===== src/sv/sha1_pkg.sv =====
// ----------------------------------------------------------------------------
// sha1_pkg: shared types and constants of the SHA-1 message hasher
// Initial hash values, round constants, state types and the control and
// status bundles between the sequencer and the compression core.
// ----------------------------------------------------------------------------
package sha1_pkg;

   typedef logic [31:0]       word_type;
   typedef word_type [4:0]    chain_type;
   typedef word_type [15:0]   block_type;

   // SHA-1 initial hash values H0..H4
   localparam chain_type SHA_INIT = '{
      32'hC3D2E1F0, 32'h10325476, 32'h98BADCFE, 32'hEFCDAB89, 32'h67452301
   };

   // round constants, one per group of 20 rounds
   localparam word_type K_GROUP0 = 32'h5A827999;
   localparam word_type K_GROUP1 = 32'h6ED9EBA1;
   localparam word_type K_GROUP2 = 32'h8F1BBCDC;
   localparam word_type K_GROUP3 = 32'hCA62C1D6;

   localparam logic [6:0] ROUND_GROUP1 = 7'd20;
   localparam logic [6:0] ROUND_GROUP2 = 7'd40;
   localparam logic [6:0] ROUND_GROUP3 = 7'd60;
   localparam logic [6:0] ROUND_LAST   = 7'd79;

   localparam logic [7:0] PAD_MARK  = 8'h80;
   localparam logic [7:0] PAD_ZERO  = 8'h00;
   localparam logic [5:0] POS_LEN   = 6'd56;
   localparam logic [5:0] POS_LAST  = 6'd63;
   localparam logic [2:0] OUT_LAST  = 3'd4;
   localparam logic [63:0] BYTE_BITS = 64'd8;

   // compression core sequencer
   typedef enum logic [1:0] {
      CORE_IDLE,
      CORE_LOAD,
      CORE_ROUND,
      CORE_ADD
   } core_state_type;

   // message sequencer
   typedef enum logic [2:0] {
      ST_IDLE,
      ST_HASH,
      ST_PAD,
      ST_LEN,
      ST_FINAL,
      ST_OUT
   } hash_state_type;

   typedef struct packed {
      logic start;    // compress block_words with the current chaining value
      logic restore;  // reload the initial hash values
   } core_ctrl_type;

   typedef struct packed {
      logic busy;     // a block is in compression
      logic done;     // chaining value is updated at this edge
   } core_stat_type;

endpackage


===== src/sv/sha1_message_hasher.sv =====
// ----------------------------------------------------------------------------
// sha1_message_hasher: streaming SHA-1 message hasher
// Packs message bytes big-endian into 64-byte blocks, pads the message with
// 0x80, zeros and the 64-bit bit count, and returns the five digest words.
// ----------------------------------------------------------------------------
//  channel | dir | tdata                 | tuser        | tlast
//  req_    | in  | [7:0] data_byte       | byte_present | message_end
//  rsp_    | out | [31:0] digest_word    | -            | digest_last
//
//  A byte that fills the block starts a compression in the shared round
//  unit (load, 80 rounds and the add). At message end padding bytes go in
//  one per cycle (up to 64) except while a full block is compressed; the
//  length slot is checked, the bit count written, the last block compressed;
//  then five digest words, one per cycle while rsp_tready is high.
//  Reset is synchronous: chaining value returns to the initial hash values,
//  bit count and byte position clear.
//  req_tready is low while busy; a low rsp_tready holds the digest word.
// ----------------------------------------------------------------------------
module sha1_message_hasher
   import sha1_pkg::*;
(
   input  logic        clock,
   input  logic        reset,
   input  logic        req_tvalid,
   output logic        req_tready,
   input  logic [7:0]  req_tdata,   // [7:0] data_byte
   input  logic        req_tuser,   // byte_present
   input  logic        req_tlast,   // message_end
   output logic        rsp_tvalid,
   input  logic        rsp_tready,
   output logic [31:0] rsp_tdata,   // [31:0] digest_word
   output logic        rsp_tlast    // digest_last
);

   hash_state_type state_ff, state_in;
   logic [5:0]     pos_ff, pos_in;
   logic [63:0]    count_ff, count_in;
   logic           pend_ff, pend_in;     // message end waits behind a block
   logic           mark_ff, mark_in;     // 0x80 byte still to be placed
   logic [2:0]     idx_ff, idx_in;
   block_type      block_ff;

   logic          wr_en;
   logic [7:0]    wr_byte;
   logic          len_wr;
   logic [3:0]    wr_word;
   logic [1:0]    wr_lane;
   word_type      lane_val;
   core_ctrl_type core_ctrl;
   core_stat_type core_stat;
   chain_type     chain;
   logic          req_acc;
   logic          rsp_acc;

   assign req_acc = req_tvalid && req_tready;
   assign rsp_acc = rsp_tvalid && rsp_tready;

   // message sequencer
   always_comb begin
      state_in   = state_ff;
      pos_in     = pos_ff;
      count_in   = count_ff;
      pend_in    = pend_ff;
      mark_in    = mark_ff;
      idx_in     = idx_ff;
      wr_en      = 1'b0;
      wr_byte    = req_tdata;
      len_wr     = 1'b0;
      core_ctrl  = '0;
      req_tready = 1'b0;
      rsp_tvalid = 1'b0;
      case (state_ff)
         ST_IDLE: begin
            req_tready = 1'b1;
            if (req_acc) begin
               if (req_tuser) begin
                  wr_en    = 1'b1;
                  count_in = count_ff + BYTE_BITS;
                  pos_in   = pos_ff + 6'd1;
               end
               mark_in = 1'b1;
               pend_in = req_tlast;
               if (req_tuser && pos_ff == POS_LAST) begin
                  core_ctrl.start = 1'b1;
                  state_in        = ST_HASH;
               end else if (req_tlast) begin
                  state_in = ST_PAD;
               end
            end
         end
         ST_HASH: begin
            if (core_stat.done) begin
               state_in = pend_ff ? ST_PAD : ST_IDLE;
            end
         end
         ST_PAD: begin
            if (mark_ff || pos_ff != POS_LEN) begin
               wr_en   = 1'b1;
               wr_byte = mark_ff ? PAD_MARK : PAD_ZERO;
               mark_in = 1'b0;
               pos_in  = pos_ff + 6'd1;
               if (pos_ff == POS_LAST) begin
                  core_ctrl.start = 1'b1;
                  state_in        = ST_HASH;
               end
            end else begin
               state_in = ST_LEN;
            end
         end
         ST_LEN: begin
            len_wr          = 1'b1;
            pos_in          = '0;
            core_ctrl.start = 1'b1;
            state_in        = ST_FINAL;
         end
         ST_FINAL: begin
            if (core_stat.done) begin
               idx_in   = '0;
               state_in = ST_OUT;
            end
         end
         ST_OUT: begin
            rsp_tvalid = 1'b1;
            if (rsp_acc) begin
               idx_in = idx_ff + 3'd1;
               if (idx_ff == OUT_LAST) begin
                  core_ctrl.restore = 1'b1;
                  count_in          = '0;
                  pos_in            = '0;
                  pend_in           = 1'b0;
                  idx_in            = '0;
                  state_in          = ST_IDLE;
               end
            end
         end
         default: begin
            state_in = ST_IDLE;
         end
      endcase
   end

   // control registers
   always_ff @(posedge clock) begin
      if (reset) begin
         state_ff <= ST_IDLE;
         pos_ff   <= '0;
         count_ff <= '0;
         pend_ff  <= 1'b0;
         mark_ff  <= 1'b0;
         idx_ff   <= '0;
      end else begin
         state_ff <= state_in;
         pos_ff   <= pos_in;
         count_ff <= count_in;
         pend_ff  <= pend_in;
         mark_ff  <= mark_in;
         idx_ff   <= idx_in;
      end
   end

   // byte placement, big-endian within each word
   assign wr_word  = pos_ff[5:2];
   assign wr_lane  = pos_ff[1:0];
   assign lane_val = {wr_byte, 24'h000000} >> {wr_lane, 3'b000};

   // block buffer: first byte of a word overwrites it, later bytes merge
   always_ff @(posedge clock) begin
      if (wr_en) begin
         if (wr_lane == 2'd0) begin
            block_ff[wr_word] <= lane_val;
         end else begin
            block_ff[wr_word] <= block_ff[wr_word] | lane_val;
         end
      end
      if (len_wr) begin
         block_ff[14] <= count_ff[63:32];
         block_ff[15] <= count_ff[31:0];
      end
   end

   sha1_core u_core (
      .clock       (clock),
      .reset       (reset),
      .ctrl        (core_ctrl),
      .block_words (block_ff),
      .stat        (core_stat),
      .chain       (chain)
   );

   // digest output straight from the chaining registers
   always_comb begin
      rsp_tdata = chain[0];
      case (idx_ff)
         3'd0:    rsp_tdata = chain[0];
         3'd1:    rsp_tdata = chain[1];
         3'd2:    rsp_tdata = chain[2];
         3'd3:    rsp_tdata = chain[3];
         3'd4:    rsp_tdata = chain[4];
         default: rsp_tdata = chain[0];
      endcase
   end
   assign rsp_tlast = (idx_ff == OUT_LAST);

`ifndef NO_ASSERTIONS
   // never take a request while digest words are going out
   a_no_overlap: assert property (@(posedge clock) disable iff (reset)
      !(rsp_tvalid && req_tready))
      else $error("request accepted during digest output");

   // the core finishes only while the sequencer waits on it
   a_done_waited: assert property (@(posedge clock) disable iff (reset)
      core_stat.done |-> (state_ff == ST_HASH || state_ff == ST_FINAL))
      else $error("compression finished in an unexpected state");

   // length words go in only with the buffer at the length slot
   a_len_pos: assert property (@(posedge clock) disable iff (reset)
      (state_ff == ST_LEN) |-> (pos_ff == POS_LEN && !mark_ff))
      else $error("length written at wrong byte position");

   // after the last digest word the block is ready for a new message
   a_ready_after: assert property (@(posedge clock) disable iff (reset)
      (rsp_tvalid && rsp_tready && rsp_tlast) |=> (req_tready && count_ff == 64'd0))
      else $error("not ready after digest output");
`endif

endmodule


===== src/sv/sha1_core.sv =====
// ----------------------------------------------------------------------------
// sha1_core: SHA-1 compression, one round per cycle
// Holds the chaining value, the five working variables and a 16-word
// message schedule shift line; per block a load step (the block buffer
// has taken its last write by then), 80 round steps and an add step.
// ----------------------------------------------------------------------------
module sha1_core
   import sha1_pkg::*;
(
   input  logic          clock,
   input  logic          reset,
   input  core_ctrl_type ctrl,
   input  block_type     block_words,
   output core_stat_type stat,
   output chain_type     chain
);

   core_state_type state_ff, state_in;
   logic [6:0]     round_ff, round_in;
   chain_type      chain_ff, chain_in;
   chain_type      work_ff, work_in;
   block_type      sched_ff, sched_in;

   word_type f_val;
   word_type k_val;
   word_type t_val;
   word_type w_new;
   word_type a_v, b_v, c_v, d_v, e_v;

   // round function and constant by group
   always_comb begin
      a_v = work_ff[0];
      b_v = work_ff[1];
      c_v = work_ff[2];
      d_v = work_ff[3];
      e_v = work_ff[4];
      if (round_ff < ROUND_GROUP1) begin
         f_val = (b_v & c_v) | (~b_v & d_v);
         k_val = K_GROUP0;
      end else if (round_ff < ROUND_GROUP2) begin
         f_val = b_v ^ c_v ^ d_v;
         k_val = K_GROUP1;
      end else if (round_ff < ROUND_GROUP3) begin
         f_val = (b_v & c_v) | (b_v & d_v) | (c_v & d_v);
         k_val = K_GROUP2;
      end else begin
         f_val = b_v ^ c_v ^ d_v;
         k_val = K_GROUP3;
      end
      t_val = {a_v[26:0], a_v[31:27]} + f_val + e_v + k_val + sched_ff[0];
      w_new = sched_ff[13] ^ sched_ff[8] ^ sched_ff[2] ^ sched_ff[0];
   end

   // sequencer and next values
   always_comb begin
      state_in = state_ff;
      round_in = round_ff;
      chain_in = chain_ff;
      work_in  = work_ff;
      sched_in = sched_ff;
      stat     = '0;
      case (state_ff)
         CORE_IDLE: begin
            if (ctrl.restore) begin
               chain_in = SHA_INIT;
            end
            if (ctrl.start) begin
               state_in = CORE_LOAD;
            end
         end
         CORE_LOAD: begin
            stat.busy = 1'b1;
            work_in   = chain_ff;
            sched_in  = block_words;
            round_in  = '0;
            state_in  = CORE_ROUND;
         end
         CORE_ROUND: begin
            stat.busy = 1'b1;
            work_in[4] = d_v;
            work_in[3] = c_v;
            work_in[2] = {b_v[1:0], b_v[31:2]};
            work_in[1] = a_v;
            work_in[0] = t_val;
            for (int i = 0; i < 15; i++) begin
               sched_in[i] = sched_ff[i+1];
            end
            sched_in[15] = {w_new[30:0], w_new[31]};
            round_in = round_ff + 7'd1;
            if (round_ff == ROUND_LAST) begin
               state_in = CORE_ADD;
            end
         end
         CORE_ADD: begin
            stat.busy = 1'b1;
            stat.done = 1'b1;
            for (int i = 0; i < 5; i++) begin
               chain_in[i] = chain_ff[i] + work_ff[i];
            end
            state_in = CORE_IDLE;
         end
         default: begin
            state_in = CORE_IDLE;
         end
      endcase
   end

   // control registers
   always_ff @(posedge clock) begin
      if (reset) begin
         state_ff <= CORE_IDLE;
         round_ff <= '0;
         chain_ff <= SHA_INIT;
      end else begin
         state_ff <= state_in;
         round_ff <= round_in;
         chain_ff <= chain_in;
      end
   end

   // working variables and schedule
   always_ff @(posedge clock) begin
      work_ff  <= work_in;
      sched_ff <= sched_in;
   end

   assign chain = chain_ff;

endmodule


===== config.mk =====
export PLATFORM = sky130hd
export DESIGN_NAME = sha1_message_hasher
export DESIGN_NICKNAME = d
export VERILOG_FILES = /design/src/sv/sha1_pkg.sv /design/src/sv/sha1_message_hasher.sv /design/src/sv/sha1_core.sv
export SDC_FILE = /design/constraint.sdc
export NUM_CORES = 2
export LEC_CHECK = 0
export ABC_AREA = 1
export BUFFER_PORTS_ARGS = -buffer_cell sky130_fd_sc_hd__buf_4
export CORE_ASPECT_RATIO = 1.5
export CORE_UTILIZATION = 40
export CTS_CLUSTER_SIZE = 16
export DETAILED_ROUTE_END_ITERATION = 6
export PLACE_DENSITY = 0.52
export REMOVE_ABC_BUFFERS = 1
export SLEW_MARGIN = 40
export SYNTH_ARGS = -nofsm -noshare
export SYNTH_HDL_FRONTEND = slang
export SYNTH_HIERARCHICAL = 1
export SYNTH_SLANG_ARGS = --single-unit

===== constraint.sdc =====
create_clock -name clock -period 46 [get_ports clock]
set_input_delay 6.9 -clock clock [delete_from_list [all_inputs] [get_ports clock]]
set_output_delay 6.9 -clock clock [all_outputs]
set_load 0.005 [all_outputs]

==> results by group <==
Setup path
  – Startpoint Class: register
  – Setup CP Type: register to output port
  – Slowest-stage cell, CP: nor4_4
  – Cell Chain, Critical Path: inv_1 > ha_1 > inv_1 > nor2_4 > buf_4 > nor4_4 > buf_4 > nand2_1 > nand2_1 > buf_4
  – Worst Path Buf+Inv: 5
  – Top delay family on crit path: buffers and inverters
  – Crit-path max cell delay: 0.59 ns
  – CP required: just under 40 ns
  – Crit. End Element: output port
  – Crit path top cell by count: buf_4
  – Critical path data arrival time: around 3.4 ns
  – CP max FO: 33

Cells and area
  – Multi-input gate area: 0.0366 sq mm
  – Nets@finish: approximately 11000
  – Area Overhead vs Synth: 10.0%
  – Share of layout cells above drive strength 1: approximately 4.8%
  – Fillers: 20900
  – Final Util: 44.4%
  – Post-route cell area: around 0.091 sq mm
  – FF+latch area: between 0.04 and 0.05 sq mm

Pwr
  – Comb power frac: a little under three fifths
  – Net switching power: between 4 and 5 mW
  – P_int: 3.88 mW
  – Seq pwr share: a little over a quarter
  – Total power: 8.09 mW
  – Peak supply drop: 0.000117 V
  – Leak Pwr: approximately 40 nW
  – Sw Ratio: 52.0%
  – Clock share of power: around 16%
  – P per Cell Area: 89.2 mW/mm^2

Synthesis
  – Synthesized cell area: 0.0824 sq mm
  – EDFF count, synth: ~1200
  – Area leader, netlist: edfxtp_1
  – Synth cell count leaders: nand2_1, edfxtp_1, inv_1
  – Asr flop ratio synth: 0%
  – Mean Syn Cell Area: roughly 8 sq um
  – Library cells used by synthesis: 53
  – Post-synth top flop: edfxtp_1
  – Cell count after synthesis: 10500
  – Synthesized flop and latch total: around 1400
  – Register area share after synthesis: approximately 49%
  – Synth top area cells: edfxtp_1, nand2_1, dfxtp_1, inv_1, nor2_1
  – Cell with the most instances after synthesis: nand2_1
  – Post-synth top area share: a little over two fifths
  – Yosys warns: 6

Status
  – Run status: finished, violations left
  – Failing checks: DRC

Floorplan
  – Die Y: 558 um
  – Effective utilization at floorplan: roughly two fifths
  – Die Footprint: between 0.2 and 0.25 sq mm
  – Core area: about 0.20 sq mm
  – Die X: 373 um
  – Cell row count: roughly 200
  – Top Ports: 49

Timing
  – Fin crit period: 10.34 ns
  – Pins Over Slew Limit: 0
  – Worst Hold Slack: 0.471 ns
  – Final hold vios: 0
  – RSZ-0062 raised after global routing: false
  – Slew @ Worst Pin: 0.933 ns
  – FMAX: 96.7 MHz
  – Setup TNS Final: 0 ns
  – Final setup viols: 0
  – Period utilisation layout: between 20 and 25%
  – Worst Clk Skew: between 0.05 and 0.06 ns
  – Slew HR: a little under two fifths

CTS
  – Cts bufs inserted: 160
  – H-tree Lvls: 4
  – Max clock buf depth: 4
  – Clock slew at reported path FFs: around 0.06 ns
  – Root Driver: clkbuf_16
  – Clk sink count: ~1400
  – Cts hold-fix bufs: 0
  – # Post-CTS Setup Buffers: 0
  – Worst skew pair latency: 0.84 ns
  – Resized cells post-CTS: 0
  – CTS tree: done

Detailed routing
  – Drt wl/cell: ~28 um
  – Iteration-0 DRC Markers: roughly 6600
  – DR pass1 iterations: 7
  – Final wirelength: 376000 um
  – Via count: between 70000 and 80000
  – DR vias/cell: ~5.5
  – ANT nets after route: 0
  – DR DRC count: 4

Global route
  – Pin count of the biggest net entering global routing: 170
  – Number of antenna violations at the first check in global routing: 10
  – M3 GR Usage: between 4 and 5%
  – First-pass GRT wire length: approximately 520000 um
  – Grt total ovfl: 0
  – GRT Util Overall: a little over a third
  – Grt peak-use layer: met2
  – Vias in the first global route: ~73000
  – Met1 GRT Util: 35.0%
  – Met2 Use GR: between 60% and 70%

Placement
  – PortBufs: 48
  – DP Wirelength: between 200000 and 300000 um
  – GPL Wtd Cong: between 1 and 1.5
  – Placed cell area: between 0.08 and 0.09 sq mm

Hold path
  – Hold/Removal Path Class: register to register

Run
  – Max-cap viol count: 0
## per-stage QoR
step,worst slack [ns],std cells
after floorplan,14.20,10100
after global placement,36.21,12900
after detailed placement,36.19,12900
after CTS,35.62,13200
after global routing,35.55,13200
final,35.66,13200
## registers in the layout, indices dropped and copies added (netlist names), 2 cells and up
signal           cells
u_core/sched_ff    512
u_core/chain       160
u_core/state_ff      2
u_core/e_v          32
block_ff           512
u_core/c_v          32
u_core/round_ff      7
u_core/a_v          32
pos_ff               6
count_ff            61
u_core/b_v          32
state_ff             3
idx_ff               3
u_core/d_v          32
## power groups by stage
stage                     Combinational [mW]  Clock (mW)  Sequential (mW)
after CTS                               4.53        1.30             2.18
final                                   4.62        1.29             2.18
after floorplan                         2.91           0             2.33
after detailed placement                4.51           0             2.20
after global placement                  4.48           0             2.20
after global routing                    4.99        1.35             2.20
## logic make-up (layout without fill, tap and decap cells)
kind of cell,Yosys count,after routing,share of synthesized area (%)
AND/OR/NAND/NOR,6186,6186,29.8
XOR/XNOR,145,145,1.54
adder cells (fa/ha/maj),357,357,6.56
AO/OA/AOI/OAI,933,933,6.25
buffers and inverters,1429,1452,6.76
other,0,18,0
flip-flops,1428,1428,49.1
## worst paths after layout
path                                    startpoint              to  slack (ns)  depth (start not counted)
worst max register to register  u_core/round_ff[5]  u_core/a_v[31]       38.58                         24
worst min-delay path                       pend_ff         pend_ff        0.47                          2
worst min register to register             pend_ff         pend_ff        0.47                          2
worst max-delay path                     idx_ff[0]   rsp_tdata[25]       35.66                         10
## per-layer routing
metal / part of all wire [%] / up-vias
li1: - / 33600
met1: 33 / 35200
met2: 50 / 2880
met3: 5.3 / 1107
met4: 11 / 6
met5: 0.012 / -
## layout make-up
type | instances | area share, %
clock inverter | 65 | 0.683
timing repair buffer | 160 | 1.54
sequential | 1428 | 44.6
tap | 2665 | 3.68
inverter | 1017 | 4.25
antenna | 18 | 0.0497
clock buffer | 210 | 4.80
multi-input combinational | 7621 | 40.4
## cells in the final DEF, fill, tap and decap left out, types with 8 or more instances in the layout
master,netlist,final
inv_1,977,962
and3_1,9,9
diode_2,0,18
inv_2,31,34
clkinv_1,9,29
clkbuf_1,276,37
nor2_2,11,16
a21oi_1,468,468
o21bai_1,28,27
o221ai_1,9,9
nor2_4,4,12
xor2_1,35,35
nand4_1,152,152
nand2_1,4558,4554
clkinv_2,0,24
o21ai_1,22,22
clkbuf_16,0,164
o22ai_1,26,26
buf_6,1,13
bufinv_16,0,11
a22o_1,32,32
ha_1,232,229
fa_1,125,125
nor3_1,72,69
o21ai_0,280,276
and2_1,17,17
nand3_1,492,489
buf_4,20,137
dfxtp_1,244,242
nand2_2,6,8
nor2_1,830,817
a221oi_1,33,33
edfxtp_1,1184,1184
xnor2_1,110,110
## worst min-delay path, delay by kind of cell, from the launching register on
kind | cells | cell delay, ns
AO/OA/AOI/OAI | 1 | 0.05
flip-flops | 1 | 0.31
AND/OR/NAND/NOR | 1 | 0.06
Note: power is estimated with default switching activity, not from simulation.
